[config.mk]
export PLATFORM = sky130hd
export DESIGN_NAME = peak_power_energy_accumulator_unit_flat
export DESIGN_NICKNAME = d
export VERILOG_FILES = /design/src/hdl/ppea_pkg.sv /design/src/hdl/ppea_if.sv /design/src/hdl/ppea_apb_regs.sv /design/src/hdl/ppea_serial_mul.sv /design/src/hdl/peak_power_energy_accumulator_unit.sv /design/src/flat_wrapper.sv
export SDC_FILE = /design/constraint.sdc
export NUM_CORES = 1
export LEC_CHECK = 0
export BUFFER_PORTS_ARGS = -buffer_cell sky130_fd_sc_hd__clkbuf_2
export CAP_MARGIN = 20
export CORE_AREA = 2 2 215 217
export CTS_CLUSTER_SIZE = 20
export DETAILED_ROUTE_END_ITERATION = 10
export DIE_AREA = 0 0 217 219
export GPL_ROUTABILITY_DRIVEN = 0
export PLACE_DENSITY = 0.74
export RECOVER_POWER = 50
export SYNTH_ARGS = -nofsm -noshare
export SYNTH_HDL_FRONTEND = slang
export SYNTH_SLANG_ARGS = --single-unit
[constraint.sdc]
create_clock -name clk_i -period 9.4 [get_ports clk_i]
set_input_delay 1.88 -clock clk_i [delete_from_list [all_inputs] [get_ports clk_i]]
set_output_delay 1.88 -clock clk_i [all_outputs]
set_load 0.005 [all_outputs]
[src/hdl/ppea_pkg.sv]
// Package for the peak power energy accumulator: field widths, register map,
// configuration struct and reset constants. No dependencies.
package ppea_pkg;

  localparam int KIND_W       = 1;
  localparam int SAMPLE_W     = 10;
  localparam int TIME_W       = 32;
  localparam int HOUR_W       = 5;
  localparam int MINUTE_W     = 6;
  localparam int POWER_W      = 12;
  localparam int ENERGY_OUT_W = 48;
  localparam int GAIN_W       = 16;
  localparam int THRESH_W     = 12;
  localparam int FRAC_BITS    = 12;

  localparam int PADDR_W = 3;
  localparam int PDATA_W = 32;
  localparam int REG_IDX_W = 1;

  typedef logic [REG_IDX_W-1:0] reg_idx_t;
  localparam reg_idx_t REG_GAIN   = 1'b0;
  localparam reg_idx_t REG_THRESH = 1'b1;

  localparam logic [GAIN_W-1:0]   GAIN_RESET   = 16'd12893;
  localparam logic [THRESH_W-1:0] THRESH_RESET = 12'd300;
  localparam logic [HOUR_W-1:0]   HOUR_NONE    = 5'd31;
  localparam logic [POWER_W-1:0]  POWER_MAX    = 12'd4095;
  localparam logic [FRAC_BITS-1:0] ROUND_HALF  = 12'd2048;

  localparam logic [KIND_W-1:0] KIND_SAMPLE = 1'b0;
  localparam logic [KIND_W-1:0] KIND_CLOSE  = 1'b1;

  typedef struct packed {
    logic [GAIN_W-1:0]   gain;
    logic [THRESH_W-1:0] threshold;
  } ppea_cfg_t;

endpackage

[src/hdl/ppea_if.sv]
// Item channel interfaces for the peak power energy accumulator.
// Depends on ppea_pkg.
interface ppea_in_if;
  import ppea_pkg::*;
  logic                valid;
  logic                ready;
  logic [KIND_W-1:0]   kind;
  logic [SAMPLE_W-1:0] sample;
  logic [TIME_W-1:0]   time_ms;
  logic [HOUR_W-1:0]   hour;
  logic [MINUTE_W-1:0] minute;

  modport source (output valid, kind, sample, time_ms, hour, minute, input ready);
  modport sink   (input valid, kind, sample, time_ms, hour, minute, output ready);
endinterface

interface ppea_out_if;
  import ppea_pkg::*;
  logic                    valid;
  logic                    ready;
  logic [POWER_W-1:0]      power_w;
  logic                    report_valid;
  logic [ENERGY_OUT_W-1:0] energy_wms;

  modport source (output valid, power_w, report_valid, energy_wms, input ready);
  modport sink   (input valid, power_w, report_valid, energy_wms, output ready);
endinterface

[src/hdl/ppea_apb_regs.sv]
// APB configuration registers: power gain and power threshold.
// Depends on ppea_pkg.
module ppea_apb_regs (
  input  logic                          clk_i,
  input  logic                          rst_ni,
  input  logic                          psel,
  input  logic                          penable,
  input  logic                          pwrite,
  input  logic [ppea_pkg::PADDR_W-1:0]  paddr,
  input  logic [ppea_pkg::PDATA_W-1:0]  pwdata,
  output logic [ppea_pkg::PDATA_W-1:0]  prdata,
  output logic                          pready,
  output ppea_pkg::ppea_cfg_t           cfg_o
);
  import ppea_pkg::*;

  ppea_cfg_t cfg_q;
  reg_idx_t  idx;
  logic      wr_en;

  assign idx    = paddr[PADDR_W-1:2];
  assign wr_en  = psel && penable && pwrite;
  assign pready = 1'b1;
  assign cfg_o  = cfg_q;

  always_ff @(posedge clk_i or negedge rst_ni) begin
    if (!rst_ni) begin
      cfg_q.gain      <= GAIN_RESET;
      cfg_q.threshold <= THRESH_RESET;
    end else if (wr_en) begin
      unique case (idx)
        REG_GAIN:   cfg_q.gain      <= pwdata[GAIN_W-1:0];
        REG_THRESH: cfg_q.threshold <= pwdata[THRESH_W-1:0];
      endcase
    end
  end

  always_comb begin
    unique case (idx)
      REG_GAIN:   prdata = PDATA_W'(cfg_q.gain);
      REG_THRESH: prdata = PDATA_W'(cfg_q.threshold);
    endcase
  end

endmodule

[src/hdl/ppea_serial_mul.sv]
// Bit-serial shift-add multiplier, one multiplier bit per cycle, MSB first.
// No dependencies.
module ppea_serial_mul #(
  parameter int A_W = 12,
  parameter int B_W = 32
) (
  input  logic             clk_i,
  input  logic             rst_ni,
  input  logic             start_i,
  input  logic [A_W-1:0]   a_i,
  input  logic [B_W-1:0]   b_i,
  output logic [A_W+B_W-1:0] prod_o,
  output logic             done_o
);
  localparam int P_W   = A_W + B_W;
  localparam int CNT_W = $clog2(A_W + 1);

  logic [CNT_W-1:0] cnt_q;
  logic             done_q;
  logic [P_W-1:0]   acc_q;
  logic [A_W-1:0]   a_q;
  logic [B_W-1:0]   b_q;

  assign prod_o = acc_q;
  assign done_o = done_q;

  always_ff @(posedge clk_i or negedge rst_ni) begin
    if (!rst_ni) begin
      cnt_q  <= '0;
      done_q <= 1'b0;
    end else begin
      done_q <= (cnt_q == CNT_W'(1));
      if (start_i) begin
        cnt_q <= CNT_W'(A_W);
      end else if (cnt_q != '0) begin
        cnt_q <= cnt_q - CNT_W'(1);
      end
    end
  end

  always_ff @(posedge clk_i) begin
    if (start_i) begin
      acc_q <= '0;
      a_q   <= a_i;
      b_q   <= b_i;
    end else if (cnt_q != '0) begin
      acc_q <= (acc_q << 1) + (a_q[A_W-1] ? P_W'(b_q) : '0);
      a_q   <= a_q << 1;
    end
  end

endmodule

[src/hdl/peak_power_energy_accumulator_unit.sv]
// Peak power energy accumulator top level: peak tracking, power and energy
// sequencing, hourly report. Depends on ppea_pkg, ppea_if, ppea_apb_regs, ppea_serial_mul.
//
//  channel | dir | handshake     | payload
//  in_i    | in  | valid/ready   | kind, sample, time_ms, hour, minute
//  out_o   | out | valid/ready   | power_w, report_valid, energy_wms
//  apb     | in  | psel/penable  | paddr, pwdata, prdata (pready tied high)
//
// A sample item only updates the peak and gives no result.
// A close item runs two serial multiplies in turn: the gain multiply takes one
// peak bit per cycle, then the energy multiply one bit of the 12-bit power per cycle.
// A finished result waits until the output register is free; input accepts again
// once it is loaded. Reset clears peak, time and energy; last hour resets to 31.
module peak_power_energy_accumulator_unit #(
  parameter int ADC_BITS    = 10,
  parameter int ENERGY_BITS = 48
) (
  input  logic                          clk_i,
  input  logic                          rst_ni,
  ppea_in_if.sink                       in_i,
  ppea_out_if.source                    out_o,
  input  logic                          psel,
  input  logic                          penable,
  input  logic                          pwrite,
  input  logic [ppea_pkg::PADDR_W-1:0]  paddr,
  input  logic [ppea_pkg::PDATA_W-1:0]  pwdata,
  output logic [ppea_pkg::PDATA_W-1:0]  prdata,
  output logic                          pready
);
  import ppea_pkg::*;

  localparam int PROD1_W = ADC_BITS + GAIN_W;
  localparam int PRAW_W  = PROD1_W + 1 - FRAC_BITS;
  localparam int PROD2_W = POWER_W + TIME_W;
  localparam int SUM_W   = ((ENERGY_BITS > PROD2_W) ? ENERGY_BITS : PROD2_W) + 1;

  typedef enum logic [1:0] {S_IDLE, S_GAIN, S_ENERGY, S_OUT} state_e;

  state_e                   state_q;
  logic [ADC_BITS-1:0]      peak_q;
  logic [TIME_W-1:0]        last_time_q;
  logic [TIME_W-1:0]        elapsed_q;
  logic [ENERGY_BITS-1:0]   energy_q;
  logic [HOUR_W-1:0]        last_hour_q;
  logic [HOUR_W-1:0]        hour_q;
  logic [MINUTE_W-1:0]      minute_q;
  logic [POWER_W-1:0]       p_q;
  logic                     res_valid_q;
  logic [ENERGY_OUT_W-1:0]  res_energy_q;
  logic                     out_valid_q;
  logic [POWER_W-1:0]       out_power_q;
  logic                     out_report_q;
  logic [ENERGY_OUT_W-1:0]  out_energy_q;

  ppea_cfg_t                cfg;
  logic                     in_acc;
  logic [ADC_BITS-1:0]      sample_m;
  logic [PROD1_W-1:0]       prod1;
  logic                     done1;
  logic [PROD2_W-1:0]       prod2;
  logic                     done2;
  logic [PROD1_W:0]         rsum;
  logic [PRAW_W-1:0]        p_raw;
  logic [POWER_W-1:0]       p_d;
  logic [SUM_W-1:0]         sum;
  logic [ENERGY_BITS-1:0]   total_d;
  logic                     report_d;
  logic                     out_free;

  ppea_apb_regs u_regs (
    .clk_i   (clk_i),
    .rst_ni  (rst_ni),
    .psel    (psel),
    .penable (penable),
    .pwrite  (pwrite),
    .paddr   (paddr),
    .pwdata  (pwdata),
    .prdata  (prdata),
    .pready  (pready),
    .cfg_o   (cfg)
  );

  ppea_serial_mul #(.A_W(ADC_BITS), .B_W(GAIN_W)) u_mul_gain (
    .clk_i   (clk_i),
    .rst_ni  (rst_ni),
    .start_i (in_acc && (in_i.kind == KIND_CLOSE)),
    .a_i     (peak_q),
    .b_i     (cfg.gain),
    .prod_o  (prod1),
    .done_o  (done1)
  );

  ppea_serial_mul #(.A_W(POWER_W), .B_W(TIME_W)) u_mul_energy (
    .clk_i   (clk_i),
    .rst_ni  (rst_ni),
    .start_i (done1),
    .a_i     (p_d),
    .b_i     (elapsed_q),
    .prod_o  (prod2),
    .done_o  (done2)
  );

  assign in_i.ready = (state_q == S_IDLE);
  assign in_acc     = in_i.valid && (state_q == S_IDLE);
  assign sample_m   = ADC_BITS'(in_i.sample);

  // round half up, threshold on the unsaturated value, then saturate
  assign rsum  = {1'b0, prod1} + (PROD1_W+1)'(ROUND_HALF);
  assign p_raw = rsum[PROD1_W:FRAC_BITS];
  always_comb begin
    if (p_raw < PRAW_W'(cfg.threshold)) begin
      p_d = '0;
    end else if (p_raw > PRAW_W'(POWER_MAX)) begin
      p_d = POWER_MAX;
    end else begin
      p_d = p_raw[POWER_W-1:0];
    end
  end

  assign sum      = SUM_W'(energy_q) + SUM_W'(prod2);
  assign total_d  = (sum[SUM_W-1:ENERGY_BITS] != '0) ? '1 : sum[ENERGY_BITS-1:0];
  assign report_d = (minute_q == '0) && (hour_q != last_hour_q);
  assign out_free = !out_valid_q || out_o.ready;

  assign out_o.valid        = out_valid_q;
  assign out_o.power_w      = out_power_q;
  assign out_o.report_valid = out_report_q;
  assign out_o.energy_wms   = out_energy_q;

  always_ff @(posedge clk_i or negedge rst_ni) begin
    if (!rst_ni) begin
      state_q      <= S_IDLE;
      peak_q       <= '0;
      last_time_q  <= '0;
      elapsed_q    <= '0;
      energy_q     <= '0;
      last_hour_q  <= HOUR_NONE;
      hour_q       <= '0;
      minute_q     <= '0;
      p_q          <= '0;
      res_valid_q  <= 1'b0;
      res_energy_q <= '0;
      out_valid_q  <= 1'b0;
      out_power_q  <= '0;
      out_report_q <= 1'b0;
      out_energy_q <= '0;
    end else begin
      if (out_valid_q && out_o.ready) begin
        out_valid_q <= 1'b0;
      end
      unique case (state_q)
        S_IDLE: begin
          if (in_acc) begin
            if (in_i.kind == KIND_SAMPLE) begin
              if (sample_m > peak_q) begin
                peak_q <= sample_m;
              end
            end else begin
              peak_q      <= '0;
              elapsed_q   <= in_i.time_ms - last_time_q;
              last_time_q <= in_i.time_ms;
              hour_q      <= in_i.hour;
              minute_q    <= in_i.minute;
              state_q     <= S_GAIN;
            end
          end
        end
        S_GAIN: begin
          if (done1) begin
            p_q     <= p_d;
            state_q <= S_ENERGY;
          end
        end
        S_ENERGY: begin
          if (done2) begin
            res_valid_q <= report_d;
            if (report_d) begin
              res_energy_q <= ENERGY_OUT_W'(total_d);
              energy_q     <= '0;
              last_hour_q  <= hour_q;
            end else begin
              res_energy_q <= '0;
              energy_q     <= total_d;
            end
            state_q <= S_OUT;
          end
        end
        S_OUT: begin
          if (out_free) begin
            out_valid_q  <= 1'b1;
            out_power_q  <= p_q;
            out_report_q <= res_valid_q;
            out_energy_q <= res_energy_q;
            state_q      <= S_IDLE;
          end
        end
        default: state_q <= S_IDLE;
      endcase
    end
  end

endmodule

[src/flat_wrapper.sv]
// flat-port wrapper written by rule: the top's interface ports become plain ports
module peak_power_energy_accumulator_unit_flat import ppea_pkg::*;
#(
  parameter int ADC_BITS    = 10,
  parameter int ENERGY_BITS = 48
)
  (clk_i, rst_ni, psel, penable, pwrite, paddr, pwdata, prdata, pready, in_i_valid, in_i_kind, in_i_sample, in_i_time_ms, in_i_hour, in_i_minute, in_i_ready, out_o_valid, out_o_power_w, out_o_report_valid, out_o_energy_wms, out_o_ready);
  ppea_in_if in_i_i ();
  ppea_out_if out_o_i ();
  input  logic clk_i;
  input  logic rst_ni;
  input  logic psel;
  input  logic penable;
  input  logic pwrite;
  input  logic [ppea_pkg::PADDR_W-1:0] paddr;
  input  logic [ppea_pkg::PDATA_W-1:0] pwdata;
  output logic [ppea_pkg::PDATA_W-1:0] prdata;
  output logic pready;
  input wire logic [$bits(in_i_i.valid)-1:0] in_i_valid;
  input wire logic [$bits(in_i_i.kind)-1:0] in_i_kind;
  input wire logic [$bits(in_i_i.sample)-1:0] in_i_sample;
  input wire logic [$bits(in_i_i.time_ms)-1:0] in_i_time_ms;
  input wire logic [$bits(in_i_i.hour)-1:0] in_i_hour;
  input wire logic [$bits(in_i_i.minute)-1:0] in_i_minute;
  output wire logic [$bits(in_i_i.ready)-1:0] in_i_ready;
  output wire logic [$bits(out_o_i.valid)-1:0] out_o_valid;
  output wire logic [$bits(out_o_i.power_w)-1:0] out_o_power_w;
  output wire logic [$bits(out_o_i.report_valid)-1:0] out_o_report_valid;
  output wire logic [$bits(out_o_i.energy_wms)-1:0] out_o_energy_wms;
  input wire logic [$bits(out_o_i.ready)-1:0] out_o_ready;
  assign in_i_i.valid = in_i_valid;
  assign in_i_i.kind = in_i_kind;
  assign in_i_i.sample = in_i_sample;
  assign in_i_i.time_ms = in_i_time_ms;
  assign in_i_i.hour = in_i_hour;
  assign in_i_i.minute = in_i_minute;
  assign in_i_ready = in_i_i.ready;
  assign out_o_valid = out_o_i.valid;
  assign out_o_power_w = out_o_i.power_w;
  assign out_o_report_valid = out_o_i.report_valid;
  assign out_o_energy_wms = out_o_i.energy_wms;
  assign out_o_i.ready = out_o_ready;
  peak_power_energy_accumulator_unit #(.ADC_BITS(ADC_BITS), .ENERGY_BITS(ENERGY_BITS)) u_core (.clk_i(clk_i), .rst_ni(rst_ni), .in_i(in_i_i), .out_o(out_o_i), .psel(psel), .penable(penable), .pwrite(pwrite), .paddr(paddr), .pwdata(pwdata), .prdata(prdata), .pready(pready));
endmodule
# Word level (Yosys, flattened, before mapping)
# Index checks and enable logic that the tools add are counted.
# totals
regBits,441
input_bits,96
out_inout_bits,96
word_cells,100
# classes
add_sub_neg,7
n_lt_le_gt_ge,3
n_eq_ne,11
mux,27
bitwise,1
n_reduce_logical,24
# op_table
cell,count
$mux W48,3
$pmux W32 S2,1
$add A48 B44 Y49,1
$mux W12,4
$add A44 B32 Y44,1
$mux W10,4
$mux W32,1
$sub A32 B32 Y32,1
$add A26 B12 Y27 const B,1
$add A26 B16 Y26,1
$mux W16,1
$mux W4,4
$gt A15 B12 Y1 const B,1
$lt A15 B12 Y1,1
$gt A10 B10 Y1,1
$mux W2,5
$reduce_and A2 Y1,5
$reduce_and A3 Y1,3
$eq A4 B1 Y1 const B,2
$pmux W2 S4,1
$reduce_bool A4 Y1,2
$sub A4 B1 Y4 const B,2
$logic_and A1 B1 Y1,6
$logic_not A6 Y1,1
12 further kinds,20

# Longest topological paths before layout
# depth
depth_word,5
ltp_mapped,14
ltp_nobuf,13

# Cells and area by module
# Synthesis repeated with hierarchy kept, for this count alone.
# unflattened
cells_unflattened,2624
hier_area_um2,25015.2
# by_module_without_submodules
mod,instances,cells_per_inst,area_each_um2,seq_area_each_um2
peak_power_energy_accumulator_unit,1,1631,15046.9,6587.6
ppea_serial_mul (u_core.u_mul_energy),1,576,5392.7,2327.2
ppea_serial_mul (u_core.u_mul_gain),1,320,3149.3,1426.4
ppea_apb_regs,1,97,1426.4,715.7

# Least setup slack after synthesis
# Ideal clock, no wire load.
# synth_timing
path_kind,input-to-output
startpoint,input port paddr[2] (netlist name)
endpoint,output port prdata[10] (netlist name)
t_arrival_ns,2.860
t_required_ns,7.520
path_slack_ns,4.660
path_stages,3
path_buffers,2
path_cell_list,clkbuf_1 -> clkbuf_1 -> mux2_2
# synth_via
elab_chain_cells,2
# synth_rtl
element,line_no,text
"start, declared",flat_wrapper.sv:15,input logic [ppea_pkg::PADDR_W-1:0] paddr;
$not A1 Y1 (no line),n/a,
$pmux W32 S2 (*),ppea_apb_regs.sv:39,unique case (idx)
"end, declared",flat_wrapper.sv:17,output logic [ppea_pkg::PDATA_W-1:0] prdata;
# Mark *: on every way between the ends. The rest lies on a longest branch, timed or not. The select of a mux whose other input is x is not followed.

==> out/qor.txt <==
most used routing layer: met2
Slew Viols, Final: 592
R2R Path End: u_core.res_energy_q[45]
Root Driver: clkbuf_16
Overflow after GRT: 0
main area contributors after synthesis: dfrtp_1, edfxtp_1, ha_1, nand2_1, dfxtp_1
first-pass GRT wire length: 91300 um
Post-route DRC: 0
drt pass-1 iters: 5
initial core utilization: 54.7%
# IOs: 192
Die X: 217 um
RR Startpoint: u_core.state_q[0]
fin crit share: 61.8%
VDD IR max: 0.000160 V
hpwl dp: 39800 um
largest family of logic cells by synthesized area: compound AO/OA/AOI/OAI gates
Final Skew: 0.0362 ns
die area: 47500 sq um
critical path class: in -> async
worst-path maximum fanout: 98
Max Freq: 0.172 GHz
main flop type after synthesis: dfrtp_1
asr flop ratio synth: 68.3%
Yosys reg bits: 441
WHS: 0.406 ns
failing checks: capacitance limit, slew limit
leakage power: 12.6 nW
Max-slew headroom: -146%
sequential share of the synthesized area: 44.9%
CTS tree: yes
largest net degree at the start of global routing: 99
Avg Vias per Cell: 5.68
met1 Track Usage GR: 33.8%
DR vias: 19000
total wire length: 54900 um
Final ANT Viol Nets: 0
Worst-Margin Slew: 3.69 ns
Mapped Area: 24600 sq um
EDFF count, synth: 70
site row count: 78
combinational power share: 48.3%
post-synthesis cell count: 2618
Post-CTS Hold Fix Bufs: 0
worst hold path type: reg -> reg
area delta synth->final: 10.3%
setup violators final: 0
die height: 219 um
IO Port Bufs: 156
Sinks on Clock Net: 441
number of global-route vias before repair: 18300
Critical Path AT: 5.68 ns
Starting DRT DRC Count: 1717
reg-to-reg slack, setup: 4.47 ns
setup TNS: 0 ns
cts repair resizes: 0
core area: 45100 sq um
antenna cells: 0
sw frac: 41.4%
pwr dens: 357 nW/um^2
Hold EP: u_core.u_mul_energy.b_q[23]
top-area cell type share of the netlist area: 28.8%
Synth Area in Compound Gates: 17.4%
Syn. warnings: 0
total power: 9.72 mW
Max Root-Sink Buffers: 3
post-synthesis simple-gate area fraction: 15.6%
max-cap violations: 9
grt met3 use: 4.46%
Synth Area in Adders: 8.09%
final net count: 2971
post-route minimum period: 5.81 ns
Critical Path End Type: asynchronous set/reset pin
gr usage total: 23.3%
largest area contributor in the netlist: dfrtp_1
met2 Usage GRT: 35.8%
min-delay src: u_core.elapsed_q[23]
non-filler cells, final: 3353
Clock Latency Late Sink: 0.60 ns
TritonCTS buffer count: 44
fraction of power consumed by the clock network: 18.1%
initial antenna violation count: 1
area share of xor/xnor cells in the synthesized design: 4.58%
Req. time, crit path: 9.27 ns
Unique masters post-synth: 88
Final Hold Fails: 0
dpl cells: 3271
R2R depth: 8
RSZ-0062 raised after global routing: no
mux cell area share after synthesis: 5.27%
internal power: 5.69 mW
share of layout cells above drive strength 1: 13.1%
switching power: 4.03 mW
crit start category: primary input
post-CTS setup buffer count: 0
most common cell in the synthesized netlist: nand2_1
Worst-path clk slew: 0.07 ns
average size of a mapped cell: 9.41 sq um
htree depth: 2
Flop pwr share: 33.6%
Synth top cells by count: nand2_1, dfrtp_1, o21ai_0, nor2_1, a21oi_1
outcome: finished with violations
Hold Path Cell Cnt: 0
Wirelength per Cell: 16.4 um
## power groups by stage
stage | logic (mW) | clock network, mW | registers [mW]
after floorplan | 3.64 | 0 | 3.07
after global placement | 4.46 | 0 | 3.24
after detailed placement | 4.62 | 0 | 3.28
after CTS | 4.66 | 1.80 | 3.25
after global routing | 5.28 | 1.88 | 3.35
final | 4.70 | 1.76 | 3.26
## routing by layer
layer	wire length [um]	vias to the layer above
met4	1030	2
met3	3580	72
li1	-	9405
met2	24100	536
met5	11	-
met1	26100	9033
## cell type report
type	count	area [sq um]
Tap cell	600	751
Clock buffer	62	1240
Sequential cell	441	11100
Inverter	118	444
Multi-Input combinational cell	1941	12600
Fill cell	3871	17900
Clock inverter	19	210
Timing Repair Buffer	172	848
## sequential cells by signal (all words and copies together) (netlist names), 6 cells and up
name / count
u_core.p_q: 12
u_core.peak_q: 10
u_core.u_mul_energy.b_q: 32
u_core.elapsed_q: 32
u_core.res_energy_q: 48
u_core.u_mul_gain.a_q: 10
u_core.u_mul_gain.b_q: 16
u_core.u_mul_energy.prod_o: 44
u_core.u_mul_gain.prod_o: 26
u_core.minute_q: 6
u_core.u_regs.cfg_o: 28
u_core.u_mul_energy.a_q: 12
u_core.out_o.power_w: 12
u_core.last_time_q: 32
u_core.out_o.energy_wms: 48
u_core.energy_q: 48
## worst max path at each step
stage	startpoint	to	slack, ns	cells after the start
CTS	paddr[2]	prdata[1]	4.75	3
finish	rst_ni	u_core.res_energy_q[43]	3.59	3
global route	rst_ni	u_core.out_o.energy_wms[14]	2.50	3
floorplan	paddr[2]	prdata[10]	4.66	3
global placement	in_i_time_ms[0]	u_core.elapsed_q[26]	4.72	13
detailed placement	in_i_time_ms[0]	u_core.elapsed_q[26]	4.65	13
## metrics by stage
| stage | util, % | setup slack (ns) | cell area [sq um] |
|---|---|---|---|
| floorplan | - | 4.66 | 24700 |
| global placement | 57.3 | 4.72 | 25800 |
| detailed placement | 57.3 | 4.65 | 25800 |
| CTS | 60.5 | 4.75 | 27300 |
| global route | 60.3 | 2.50 | 27200 |
| finish | 60.3 | 3.59 | 27200 |
## cell families (layout without fill, tap and decap cells)
kind of cell | count (synthesis) | after routing
XOR/XNOR | 129 | 129
buffers and inverters | 251 | 371
AO/OA/AOI/OAI | 681 | 681
adder cells (fa/ha/maj) | 157 | 157
multiplexers | 117 | 117
AND/OR/NAND/NOR | 840 | 840
other | 2 | 17
flip-flops | 441 | 441
## worst max-delay path, cell delays in order
cell and delay (ns):
buf_8 0.53, clkbuf_1 0.52, clkbuf_1 2.63
## cells in the final DEF, fill, tap and decap left out, types with 38 or more instances in the layout
cell type / count
a21o_1: 52
a21oi_1: 159
and2_1: 59
clkbuf_1: 38
clkbuf_16: 44
clkbuf_2: 138
dfrtp_1: 284
dfxtp_1: 70
edfxtp_1: 70
ha_1: 153
inv_1: 116
mux2_2: 102
nand2_1: 380
nand3_1: 44
nor2_1: 164
nor3_1: 43
o21ai_0: 243
xnor2_1: 83
xor2_1: 46
Power figures use the tool's default switching activity.
